File: src/hdl/skl_pkg.sv
// Shared types, widths and fault codes for the skyline sweep maximum tracker.
// Depends on nothing; every other file of the block uses it.
`timescale 1ns / 1ps

package skl_pkg;

   // Field widths of the event and key point words.
   localparam int COORD_W  = 31;
   localparam int HEIGHT_W = 31;
   localparam int FAULT_W  = 2;

   // Default number of cells in the sorted height chain.
   localparam int MAX_ACTIVE_DEF = 64;

   // Fault codes carried with a key point.
   localparam logic [FAULT_W-1:0] FAULT_NONE     = 2'd0;
   localparam logic [FAULT_W-1:0] FAULT_OVERFLOW = 2'd1;
   localparam logic [FAULT_W-1:0] FAULT_MISSING  = 2'd2;

   // Contents of one chain cell.
   typedef struct packed {
      logic                valid;
      logic [HEIGHT_W-1:0] height;
   } cell_type;

   // Operation broadcast to every cell; apply is high when the update goes ahead.
   typedef struct packed {
      logic                apply;
      logic                start;
      logic [HEIGHT_W-1:0] height;
   } op_type;

   // Status that the chain hands back to the top level for the current event.
   typedef struct packed {
      logic [HEIGHT_W-1:0] top_height;
      logic [FAULT_W-1:0]  fault;
   } status_type;

   // One key point word.
   typedef struct packed {
      logic [COORD_W-1:0]  key_x;
      logic [HEIGHT_W-1:0] key_height;
      logic [FAULT_W-1:0]  fault;
   } result_type;

endpackage

File: src/hdl/skl_out_queue.sv
// Two-word queue for key points, so events keep flowing while a word waits.
// Depends on skl_pkg for result_type.
`timescale 1ns / 1ps

module skl_out_queue (
   input  logic                clock,
   input  logic                reset,
   input  logic                push,
   input  skl_pkg::result_type push_word,
   output logic                space,
   output logic                out_valid,
   input  logic                out_ready,
   output skl_pkg::result_type out_word
);
   import skl_pkg::*;

   logic [1:0] count_ff;
   logic [1:0] count_in;
   result_type slot0_ff;
   result_type slot1_ff;
   logic       pop;

   assign pop       = (count_ff != 2'd0) && out_ready;
   assign space     = (count_ff != 2'd2);
   assign out_valid = (count_ff != 2'd0);
   assign out_word  = slot0_ff;

   always_comb begin
      count_in = count_ff + {1'b0, push} - {1'b0, pop};
   end

   always_ff @(posedge clock) begin
      if (reset) begin
         count_ff <= 2'd0;
      end else begin
         count_ff <= count_in;
      end
   end

   // Slot zero is the head; slot one holds the second word when two wait.
   always_ff @(posedge clock) begin
      if (pop && (count_ff == 2'd2)) begin
         slot0_ff <= slot1_ff;
         if (push) begin
            slot1_ff <= push_word;
         end
      end else if (pop) begin
         if (push) begin
            slot0_ff <= push_word;
         end
      end else if (push) begin
         if (count_ff == 2'd0) begin
            slot0_ff <= push_word;
         end else begin
            slot1_ff <= push_word;
         end
      end
   end

endmodule

File: config.mk
export PLATFORM = sky130hd
export DESIGN_NAME = skl_out_queue
export DESIGN_NICKNAME = d
export VERILOG_FILES = /design/src/hdl/skl_pkg.sv /design/src/hdl/skl_out_queue.sv
export SDC_FILE = /design/constraint.sdc
export NUM_CORES = 1
export LEC_CHECK = 0
export ABC_CLOCK_PERIOD_IN_PS = 5100
export CAP_MARGIN = 20
export CORE_MARGIN = 4
export CORE_UTILIZATION = 42
export CTS_BUF_LIST = sky130_fd_sc_hd__clkbuf_8
export DETAILED_ROUTE_END_ITERATION = 10
export DONT_BUFFER_PORTS = 1
export PLACE_DENSITY = 0.57
export SLEW_MARGIN = 20
export SYNTH_ARGS = -nofsm -noshare
export SYNTH_HDL_FRONTEND = slang
export SYNTH_SLANG_ARGS = --single-unit
File: constraint.sdc
create_clock -name clock -period 5.1 [get_ports clock]
set_input_delay 0.765 -clock clock [delete_from_list [all_inputs] [get_ports clock]]
set_output_delay 0.765 -clock clock [all_outputs]
set_load 0.05 [all_outputs]
Word level (Yosys, flattened, before mapping)
Index checks and enable logic that the tools add are counted. Widths: inputs -> output; s select.

Register bits after elaboration: 130. Bits of input ports: 68. Output and inout bits: 66. Logic and storage cells: 32.

Add/subtract/negate cells: 2. Equality and inequality tests: 5. Mux-type cells: 9. Reduce and logical (&&, ||, !) cells: 9.

Operators by type and width (number): $mux 64 (9); $ne 2x2->1 const B (3); $reduce_bool 2->1 (3); $reduce_and 4->1 (1); $reduce_bool 3->1 (1); $add 2x1->2 (1); $eq 2x2->1 const B (1); $logic_and 1x1->1 (2); $logic_not 2->1 (1); $ne 2x1->1 const B (1); $reduce_and 2->1 (1); $sub 2x1->2 (1).

Depth between registers and ports, before layout
Gate-level depths: netlist of the first run.

Depth after elaboration: 5. Depth in mapped cells: 7. Mapped depth without buffers: 7.

Least setup slack after synthesis of the first run
No wires, ideal clock.

Path type: input -> register. From: input out_ready. To: register slot1_ff[0] in the netlist's numbering (enable). Setup time: 0.429 ns. Arrival time: 2.367 ns. Data required time: 4.671 ns. Slack: 2.304 ns. Stages: 2. Buffers on the path: 0. Cells stage by stage: nand2_1 -> and3_1.

Longest elaborated chain between the ends: 4. Elaborated cells between the ends (all ways): 7.

RTL lines: start: declaration (line skl_out_queue.sv:12) `input logic out_ready,`; $logic_and 1x1->1 * (line skl_out_queue.sv:23) `assign pop = (count_ff != 2'd0) && out_ready;`; $logic_and 1x1->1 (line skl_out_queue.sv:42) `if (pop && (count_ff == 2'd2)) begin`; $ne 2x2->1 (no source line) or $ne 2x1->1 (tied branches); $reduce_and 4->1 (no source line) *; end signal: assignment (line skl_out_queue.sv:45) `slot1_ff <= push_word;`; end signal: assignment (line skl_out_queue.sv:55) `slot1_ff <= push_word;`; end: declaration (line skl_out_queue.sv:20) `result_type slot1_ff;`.

Mark *: on every way between the ends. The rest lies on a longest branch, timed or not. A chain may end at the register's enable or synchronous reset.

Worst setup path in the final report of the first run
From: register count_ff[0]. To: output space.

Longest elaborated chain between the ends: 1.

RTL lines: start: declaration (line skl_out_queue.sv:17) `logic [1:0] count_ff;`; start signal: assignment (line skl_out_queue.sv:36) `count_ff <= count_in;`; $ne 2x2->1 (line skl_out_queue.sv:24) `assign space = (count_ff != 2'd2);`; end: declaration (line skl_out_queue.sv:10) `output logic space,`.

No other way between the ends.

==> results of run 1 <==
[where the power goes]
group / leakage, nW / switching (mW) / internal, mW / total, mW
clock: 0.239 / 0.397 / 0.628 / 1.02
combinational: 0.602 / 0.280 / 0.196 / 0.476
sequential: 1.23 / 0.445 / 1.50 / 1.95
[path summary, 6_finish.rpt]
kind | depth (start not counted) | to
hold reg to reg | 1 | out_word[40]$_DFFE_PP_
hold / removal | 1 | count_ff[1]$_SDFF_PP0_
setup / recovery | 2 | space
setup reg to reg | 2 | slot1_ff[13]$_DFFE_PP_
[layout by cell type, fill, tap and decap left out]
cell,count
edfxtp_1,128
mux2_4,49
clkbuf_8,17
mux2_2,15
bufinv_16,6
clkinv_2,5
clkinv_4,3
inv_1,2
nand2_1,2
ha_1,2
dfxtp_1,2
or2_2,1
and2_1,1
nand3b_1,1
o21bai_1,1
a21bo_4,1
and3_4,1
nor2b_1,1
xnor3_1,1
nor2_1,1
clkinvlp_4,1
buf_6,1
[flip-flops by register name (all words and copies together) (netlist names)]
signal / count
out_word: 64
slot1_ff: 64
count_ff: 2
[layer usage]
layer | wire [µm] | vias up | GRT usage
met5 | 0 | - | 0
met4 | 207 | 0 | 0.0734
met3 | 913 | 16 | 0.0735
met2 | 3670 | 94 | 0.171
met1 | 3160 | 919 | 0.145
li1 | - | 882 | -
[final cells by class]
cell class / count / area [µm²] / share of cell area
repair buffers: 1 / 11.3 / 0.00202
multi-input cells: 77 / 1020 / 0.184
well taps: 143 / 179 / 0.0321
inverters: 2 / 7.51 / 0.00135
clock buffers: 17 / 234 / 0.0419
flip-flops and latches: 130 / 3880 / 0.696
clock inverters: 15 / 239 / 0.0428
[stage by stage]
stage	total power, mW	std cells	utilization	area (µm²)
CTS	3.50	385	0.484	5580
finish	3.45	385	0.484	5580
global placement	2.45	353	0.443	5100
detailed placement	2.47	353	0.443	5100
global route	3.61	385	0.484	5580
floorplan	2.36	216	-	4980
[logic make-up after synthesis]
| kind of cell | count (synthesis) | share of synthesized area |
|---|---|---|
| xor+xnor | 1 | 0.00452 |
| mux | 64 | 0.182 |
| buf+inv | 9 | 0.0161 |
| fa+ha+maj | 2 | 0.00503 |
| compound gates | 2 | 0.00352 |
| simple gates | 8 | 0.00880 |
| flops | 130 | 0.780 |
[synthesized netlist by cell type]
| cell | n | area (µm²) |
|---|---|---|
| nor2_1 | 1 | 3.75 |
| a21bo_2 | 1 | 10.0 |
| buf_2 | 1 | 5.00 |
| nor2b_1 | 1 | 6.26 |
| mux2_4 | 49 | 736 |
| nand2_1 | 2 | 7.51 |
| mux2_2 | 15 | 169 |
| and3_1 | 1 | 6.26 |
| inv_1 | 2 | 7.51 |
| buf_6 | 6 | 67.6 |
| nand3b_1 | 1 | 7.51 |
| xnor3_1 | 1 | 22.5 |
| dfxtp_1 | 2 | 40.0 |
| o21bai_1 | 1 | 7.51 |
| or2_2 | 1 | 6.26 |
| ha_1 | 2 | 25.0 |
| edfxtp_1 | 128 | 3840 |
| and2_1 | 1 | 6.26 |
==> flow_metrics.py, run 1 <==
metrics = {
    "clock_network": {
        "clkLatencyLatePin_ns": 0.43,
        "htree_levels": 4,
        "cts_resized": 0,
        "cts_setup_buffers": 0,
        "clkSlewWorstSetupHoldPaths_ns": 0.07,
        "cts_tree": "yes",
        "clock_sinks": 130,
        "cts_buffers": 17,
        "clockBufferDepth": 2,
        "cts-root-buf": "clkbuf_8",
        "holdBufCountCts": 0,
    },
    "grt": {
        "grt_max_degree": 65,
        "grtUsageTotal": 0.123,
        "grt_pass1_vias": 2028,
        "overflow": 0,
        "antenna_found_initial": 0,
        "grt_pass1_wl_um": 11900,
    },
    "floorplan": {
        "die-area_um2": 13700,
        "die_y_um": 117,
        "die_x_um": 117,
        "placementRows": 39,
        "ioPinCount": 134,
        "core-area_um2": 11500,
        "initial_core_util": 0.432,
    },
    "min_path": {
        "hp-class": "input port to register",
        "hp-start": "reset",
    },
    "final_layout": {
        "fill_cells": 943,
        "fin_nets": 299,
        "syn2layout_area_growth_pct": 12.1,
        "n_antenna_cell": 0,
        "drive_above_1_share": 0.413,
    },
    "sta": {
        "final.period_utilization": 0.398,
        "finClkSkew_ns": 0.00734,
        "setup_ws_ns": 3.07,
        "hold_violations": 0,
        "relSlewSlack": 0.331,
        "slew_viol_final": 0,
        "setup_violations": 0,
        "whs_ns": 0.396,
        "post-route-min-period_ns": 2.03,
        "fmax_mhz": 492,
        "rsz0062_at_grt": "false",
        "worst_pin_slew_ns": 1.00,
        "setup_tns_ns": 0,
    },
    "power": {
        "vdd_drop_max_v": 0.000447,
        "p_leak_nw": 2.07,
        "p_per_area_nw_per_um2": 618,
    },
    "critical_path": {
        "critical_path.max_stage_delay_ns": 0.39,
        "worstSetupStartpointType": "register",
        "regToRegStartpoint": "count_ff[1]$_SDFF_PP0_",
        "path_buf_inv": 1,
        "worst-setup-path-type": "register to primary output",
        "cp_max_fo": 5,
        "critical_path.startpoint": "count_ff[0]$_SDFF_PP0_",
        "worst-r2r-setup-slack_ns": 3.10,
        "cp.required_ns": 4.34,
        "endpoint_kind": "primary output",
        "crit_chain": "inv_1, nand2_1",
        "critPathTopFamily": "flip-flops",
        "worstPathArrival_ns": 1.27,
        "slowest_stage": "dfxtp_1",
    },
    "detailed_routing": {
        "vias": 1911,
        "first_pass_iters": 4,
        "drc": 0,
        "drt-total-wl_um": 7950,
        "wl_per_cell_um": 20.6,
        "via_per_inst": 4.96,
        "drtIter0Drc": 135,
        "drtAntennaViolNets": 0,
    },
    "yosys": {
        "syn_avg_cell_area_um2": 23.0,
        "synthCells": 216,
        "synth_area_um2": 4980,
        "yosysUniqueCellTypes": 18,
        "synth_fp_nets": 286,
        "ys_warn_count": 0,
        "synth_seq_area_share": 0.780,
        "synth_seq_cells": 130,
    },
    "placement": {
        "dp_hpwl_um": 4920,
        "port_buffers": 0,
        "post-place-ws_ns": 2.66,
        "place.gp.congestion": 0.673,
    },
    "flow_run": {
        "drv_cap": 0,
    },
    "status": {
        "status": "finished clean",
    },
}
Power figures use the tool's default switching activity.
==> run 2, diff against run 1 <==
ABC_CLOCK_PERIOD_IN_PS = 1900   (was 5100)
clock period = 1.9 ns   (was 5.1 ns; I/O delays follow)
==> run 2 against run 1 <==
Net effect:
- highest routed layer unchanged
- critical path depth increased by 2
- non-clock buffer count rose by 71
- critical path type is now register to register
- flip-flop and latch count did not move
- cell count grew 18%
- sequential share of layout area is 6.7 points lower
- utilization rose by 5.2 points
==> flow_metrics.py, run 2 (synthesis gave the netlist of run 1 again) <==
metrics = {
    "sta": {
        "hold_violations": 0,
        "relSlewSlack": 0.665,
        "rsz0062_at_grt": "false",
        "final.period_utilization": 0.862,
        "slew_viol_final": 0,
        "setup_tns_ns": 0,
        "post-route-min-period_ns": 1.64,
        "finClkSkew_ns": 0.00650,
        "setup_violations": 0,
        "fmax_mhz": 610,
        "worst_pin_slew_ns": 0.503,
    },
    "detailed_routing": {
        "met3WireLength_um": 813,
        "vias": 2187,
        "drtAntennaViolNets": 0,
        "dr.max_layer_used": "met4",
        "drt-total-wl_um": 8580,
        "met1_length_um": 3690,
        "drc": 0,
        "met2WireLength_um": 3990,
        "drtIter0Drc": 112,
        "wl_per_cell_um": 18.9,
        "first_pass_iters": 4,
        "via_per_inst": 4.83,
    },
    "floorplan": {
        "placementRows": 39,
        "die_y_um": 117,
        "die_x_um": 117,
        "core-area_um2": 11500,
        "ioPinCount": 134,
        "initial_core_util": 0.432,
        "die-area_um2": 13700,
    },
    "grt": {
        "overflow": 0,
        "antenna_found_initial": 0,
        "grt_pass1_wl_um": 13000,
        "grtUsageTotal": 0.132,
        "grt_pass1_vias": 2370,
        "grt_max_degree": 44,
    },
    "final_layout": {
        "n_antenna_cell": 0,
        "final_common_cell": "edfxtp_1",
        "layout_common_cells": "128 x edfxtp_1, 65 x dlygate4sd3_1, 49 x mux2_4",
        "syn2layout_area_growth_pct": 24.1,
        "instances_no_fill": 453,
        "fin_nets": 370,
        "finalInstanceArea_um2": 6170,
        "drive_above_1_share": 0.313,
    },
    "flow_run": {
        "drv_cap": 0,
    },
    "critical_path": {
        "endpoint_kind": "register",
        "cp_max_fo": 31,
        "worst-r2r-setup-slack_ns": 0.26,
        "cp.required_ns": 2.01,
        "worst-setup-path-type": "register to register",
        "rr_endpoint": "slot1_ff[35]$_DFFE_PP_",
        "worstSetupStartpointType": "register",
        "regToRegStartpoint": "count_ff[1]$_SDFF_PP0_",
        "r2r_cells": 4,
        "worstPathArrival_ns": 1.75,
    },
    "min_path": {
        "hp-start": "push_word[44]",
        "hp-class": "input port to register",
        "whs_endpoint": "out_word[44]$_DFFE_PP_",
        "holdPathStages": 1,
    },
    "clock_network": {
        "clock_sinks": 130,
        "clkSlewWorstSetupHoldPaths_ns": 0.07,
        "clockBufferDepth": 2,
        "cts_buffers": 17,
        "holdBufCountCts": 65,
        "cts_setup_buffers": 0,
        "cts_tree": "yes",
        "cts_resized": 0,
        "htree_levels": 4,
        "cts-root-buf": "clkbuf_8",
        "clkLatencyLatePin_ns": 0.42,
    },
    "power": {
        "p_per_area_nw_per_um2": 1410,
        "vdd_drop_max_v": 0.000862,
        "p_leak_nw": 2.33,
        "power.total_mw": 8.69,
    },
    "placement": {
        "dp_hpwl_um": 5300,
        "place_area_um2": 5210,
        "place.gp.congestion": 0.682,
        "dpl.cell_count": 359,
        "port_buffers": 0,
    },
    "status": {
        "status": "finished clean",
    },
}
==> run 2: cell count changes in the layout (fill, tap and decap cells not counted), sizes merged <==
cell,change
buf,+6
bufinv,-5
clkinv,-1
dlygate4sd3,+65
inv,+3
==> run 2: worst max-delay path: stages, from the launching register on <==
cell and delay, ns:
dfxtp_1 0.38, or2_2 0.14, buf_4 0.20, and3_4 0.35, buf_12 0.23
==> run 2: how the worst max path moves through the flow <==
stage	startpoint	end
floorplan	count_ff[0]$_SDFF_PP0_	out_word[0]$_DFFE_PP_
global placement	count_ff[1]$_SDFF_PP0_	slot1_ff[32]$_DFFE_PP_
detailed placement	count_ff[1]$_SDFF_PP0_	slot1_ff[29]$_DFFE_PP_
CTS	count_ff[1]$_SDFF_PP0_	slot1_ff[33]$_DFFE_PP_
global route	count_ff[0]$_SDFF_PP0_	slot1_ff[14]$_DFFE_PP_
finish	count_ff[1]$_SDFF_PP0_	slot1_ff[35]$_DFFE_PP_
==> run 2: stage by stage <==
| stage | hold slack (ns) | setup slack, ns | utilization |
|---|---|---|---|
| finish | 0.0742 | 0.262 | 0.536 |
| global route | 0.0188 | 0.191 | 0.536 |
| CTS | 0.0307 | 0.252 | 0.536 |
| detailed placement | 0.358 | 0.266 | 0.452 |
| global placement | 0.358 | 0.294 | 0.452 |
| floorplan | 0.357 | 0.103 | - |
==> run 2: final cells by class <==
type                            count  area, µm²
Clock buffer                       17        234
Clock inverter                     12       80.1
Fill cell                         905       5340
Inverter                            2       7.51
Multi-Input combinational cell     77       1020
Sequential cell                   130       3880
Tap cell                          143        179
Timing Repair Buffer               72        766
==> run 2: layer usage <==
layer | track usage | up-vias
met4 | 0.0528 | 0
met3 | 0.0776 | 7
met1 | 0.163 | 1057
met5 | 0 | -
met2 | 0.192 | 102
li1 | - | 1021
==> run 2: where the power goes <==
| group | leakage [nW] | internal (mW) | switching, mW |
|---|---|---|---|
| clock | 0.173 | 0.970 | 0.960 |
| combinational | 0.925 | 0.752 | 0.799 |
| sequential | 1.23 | 4.02 | 1.19 |
| total | 2.33 | 5.74 | 2.95 |
==> run 3, diff against run 2 <==
PLACE_DENSITY = not set   (was 0.57)
PLACE_DENSITY_LB_ADDON = 0.25   (was not set)
==> run 3 against run 2 <==
Net effect:
- utilization is essentially flat
- worst hold slack worse by 0.0052 ns
- combinational power about the same
- critical path depth is 3 higher
- cell count up 0.22%
- sequential share of layout area hardly changed
- critical path type unchanged
- critical endpoint is now count_ff[1]$_SDFF_PP0_
==> flow_metrics.py, run 3 (synthesis gave the netlist of run 1 again) <==
metrics = {
    "status": {
        "status": "finished clean",
    },
    "grt": {
        "overflow": 0,
        "antenna_found_initial": 0,
        "grt_pass1_vias": 2426,
        "grt_pass1_wl_um": 13200,
        "grt_max_degree": 47,
        "grtUsageTotal": 0.135,
    },
    "critical_path": {
        "critical_path.startpoint": "count_ff[1]$_SDFF_PP0_",
        "crit_end": "count_ff[1]$_SDFF_PP0_",
        "critical_path.max_stage_delay_ns": 0.34,
        "cp_max_fo": 5,
        "worst-setup-path-type": "register to register",
        "slowest_stage": "dfxtp_1",
        "endpoint_kind": "register",
        "worst-r2r-setup-slack_ns": 0.23,
        "r2r_cells": 7,
        "crit_path_frequent_cell": "ha_1",
        "crit_chain": "or2_2, and2_1, ha_1, inv_1, ha_1, xnor3_1, nor2_1",
        "regToRegStartpoint": "count_ff[1]$_SDFF_PP0_",
        "rr_endpoint": "count_ff[1]$_SDFF_PP0_",
        "worstSetupStartpointType": "register",
        "worstPathArrival_ns": 2.04,
        "cp.required_ns": 2.27,
    },
    "clock_network": {
        "cts_tree": "yes",
        "clkSlewWorstSetupHoldPaths_ns": 0.07,
        "cts-root-buf": "clkbuf_8",
        "htree_levels": 4,
        "cts_buffers": 17,
        "clkLatencyLatePin_ns": 0.43,
        "clockBufferDepth": 2,
        "clock_sinks": 130,
        "cts_setup_buffers": 0,
    },
    "floorplan": {
        "die_x_um": 117,
        "die_y_um": 117,
        "core-area_um2": 11500,
        "ioPinCount": 134,
        "initial_core_util": 0.432,
        "die-area_um2": 13700,
        "placementRows": 39,
    },
    "sta": {
        "rsz0062_at_grt": "false",
        "setup_violations": 0,
        "whs_ns": 0.0691,
        "worst_pin_slew_ns": 0.499,
        "hold_violations": 0,
        "final.period_utilization": 0.878,
        "relSlewSlack": 0.668,
        "finClkSkew_ns": 0.00978,
        "setup_ws_ns": 0.232,
        "setup_tns_ns": 0,
        "post-route-min-period_ns": 1.67,
        "slew_viol_final": 0,
        "fmax_mhz": 599,
    },
    "power": {
        "p_per_area_nw_per_um2": 1410,
        "p_leak_nw": 2.32,
        "vdd_drop_max_v": 0.000928,
        "power.total_mw": 8.72,
    },
    "detailed_routing": {
        "vias": 2226,
        "drtAntennaViolNets": 0,
        "drt-total-wl_um": 8870,
        "drtIter0Drc": 166,
        "wl_per_cell_um": 19.5,
        "via_per_inst": 4.90,
        "first_pass_iters": 3,
        "drc": 0,
    },
    "flow_run": {
        "drv_cap": 0,
    },
    "final_layout": {
        "drive_above_1_share": 0.305,
        "n_antenna_cell": 0,
        "finish.utilization": 0.536,
        "syn2layout_area_growth_pct": 24.1,
        "final_common_cell": "edfxtp_1",
        "layout_common_cells": "128 x edfxtp_1, 65 x dlygate4sd3_1, 49 x mux2_4",
        "fin_nets": 370,
    },
    "placement": {
        "post-place-ws_ns": 0.247,
        "port_buffers": 0,
        "dp_hpwl_um": 5300,
        "place.gp.congestion": 0.669,
    },
    "min_path": {
        "hp-start": "push_word[22]",
        "hp-class": "input port to register",
    },
}
==> run 3: changes by cell type in the layout (fill, tap and decap cells not counted), sizes merged <==
cell,before,now
clkinv,7,8
==> run 3: cell type report <==
cell class | instances | area (µm²)
Sequential cell | 130 | 3880
Fill cell | 894 | 5340
Inverter | 2 | 7.51
Multi-Input combinational cell | 77 | 1020
Timing Repair Buffer | 72 | 766
Clock buffer | 17 | 234
Tap cell | 143 | 179
Clock inverter | 13 | 81.3
==> run 3: metrics by stage <==
| stage | cell area (µm²) | instances |
|---|---|---|
| after floorplan | 4990 | 216 |
| after global placement | 5210 | 359 |
| after detailed placement | 5210 | 359 |
| after CTS | 6180 | 454 |
| after global routing | 6180 | 454 |
| final | 6180 | 454 |
==> run 3: repair_timing <==
action                                 4_1_cts  5_1_grt
resized for setup                            0        0
hold buffers                                65        0
endpoints found under the hold margin       66        0
==> run 3: report_power, final <==
| part | total (mW) | switching (mW) | internal (mW) |
|---|---|---|---|
| logic | 1.57 | 0.820 | 0.753 |
| registers | 5.21 | 1.19 | 4.02 |
| clock network | 1.93 | 0.965 | 0.968 |
==> run 3: worst max-delay path: cells and delay by family (launching register included) <==
kind                     cells  cell delay, ns
adder cells (fa/ha/maj)      2            0.41
AND/OR/NAND/NOR              3            0.59
buffers and inverters        1            0.06
flip-flops                   1            0.34
XOR/XNOR                     1            0.21
==> run 3: routing by layer <==
layer / track usage / vias up / wire length, µm
met1: 0.162 / 1090 / 3660
li1: - / 1024 / -
met4: 0.0711 / 0 / 193
met3: 0.0571 / 14 / 740
met2: 0.208 / 98 / 4280
met5: 0 / - / 0
==> run 3: worst min path at each step <==
stage,to,cells after the start
global placement,count_ff[1]$_SDFF_PP0_,1
finish,out_word[22]$_DFFE_PP_,1
detailed placement,count_ff[1]$_SDFF_PP0_,1
floorplan,count_ff[0]$_SDFF_PP0_,1
global route,out_word[54]$_DFFE_PP_,1
CTS,out_word[22]$_DFFE_PP_,1
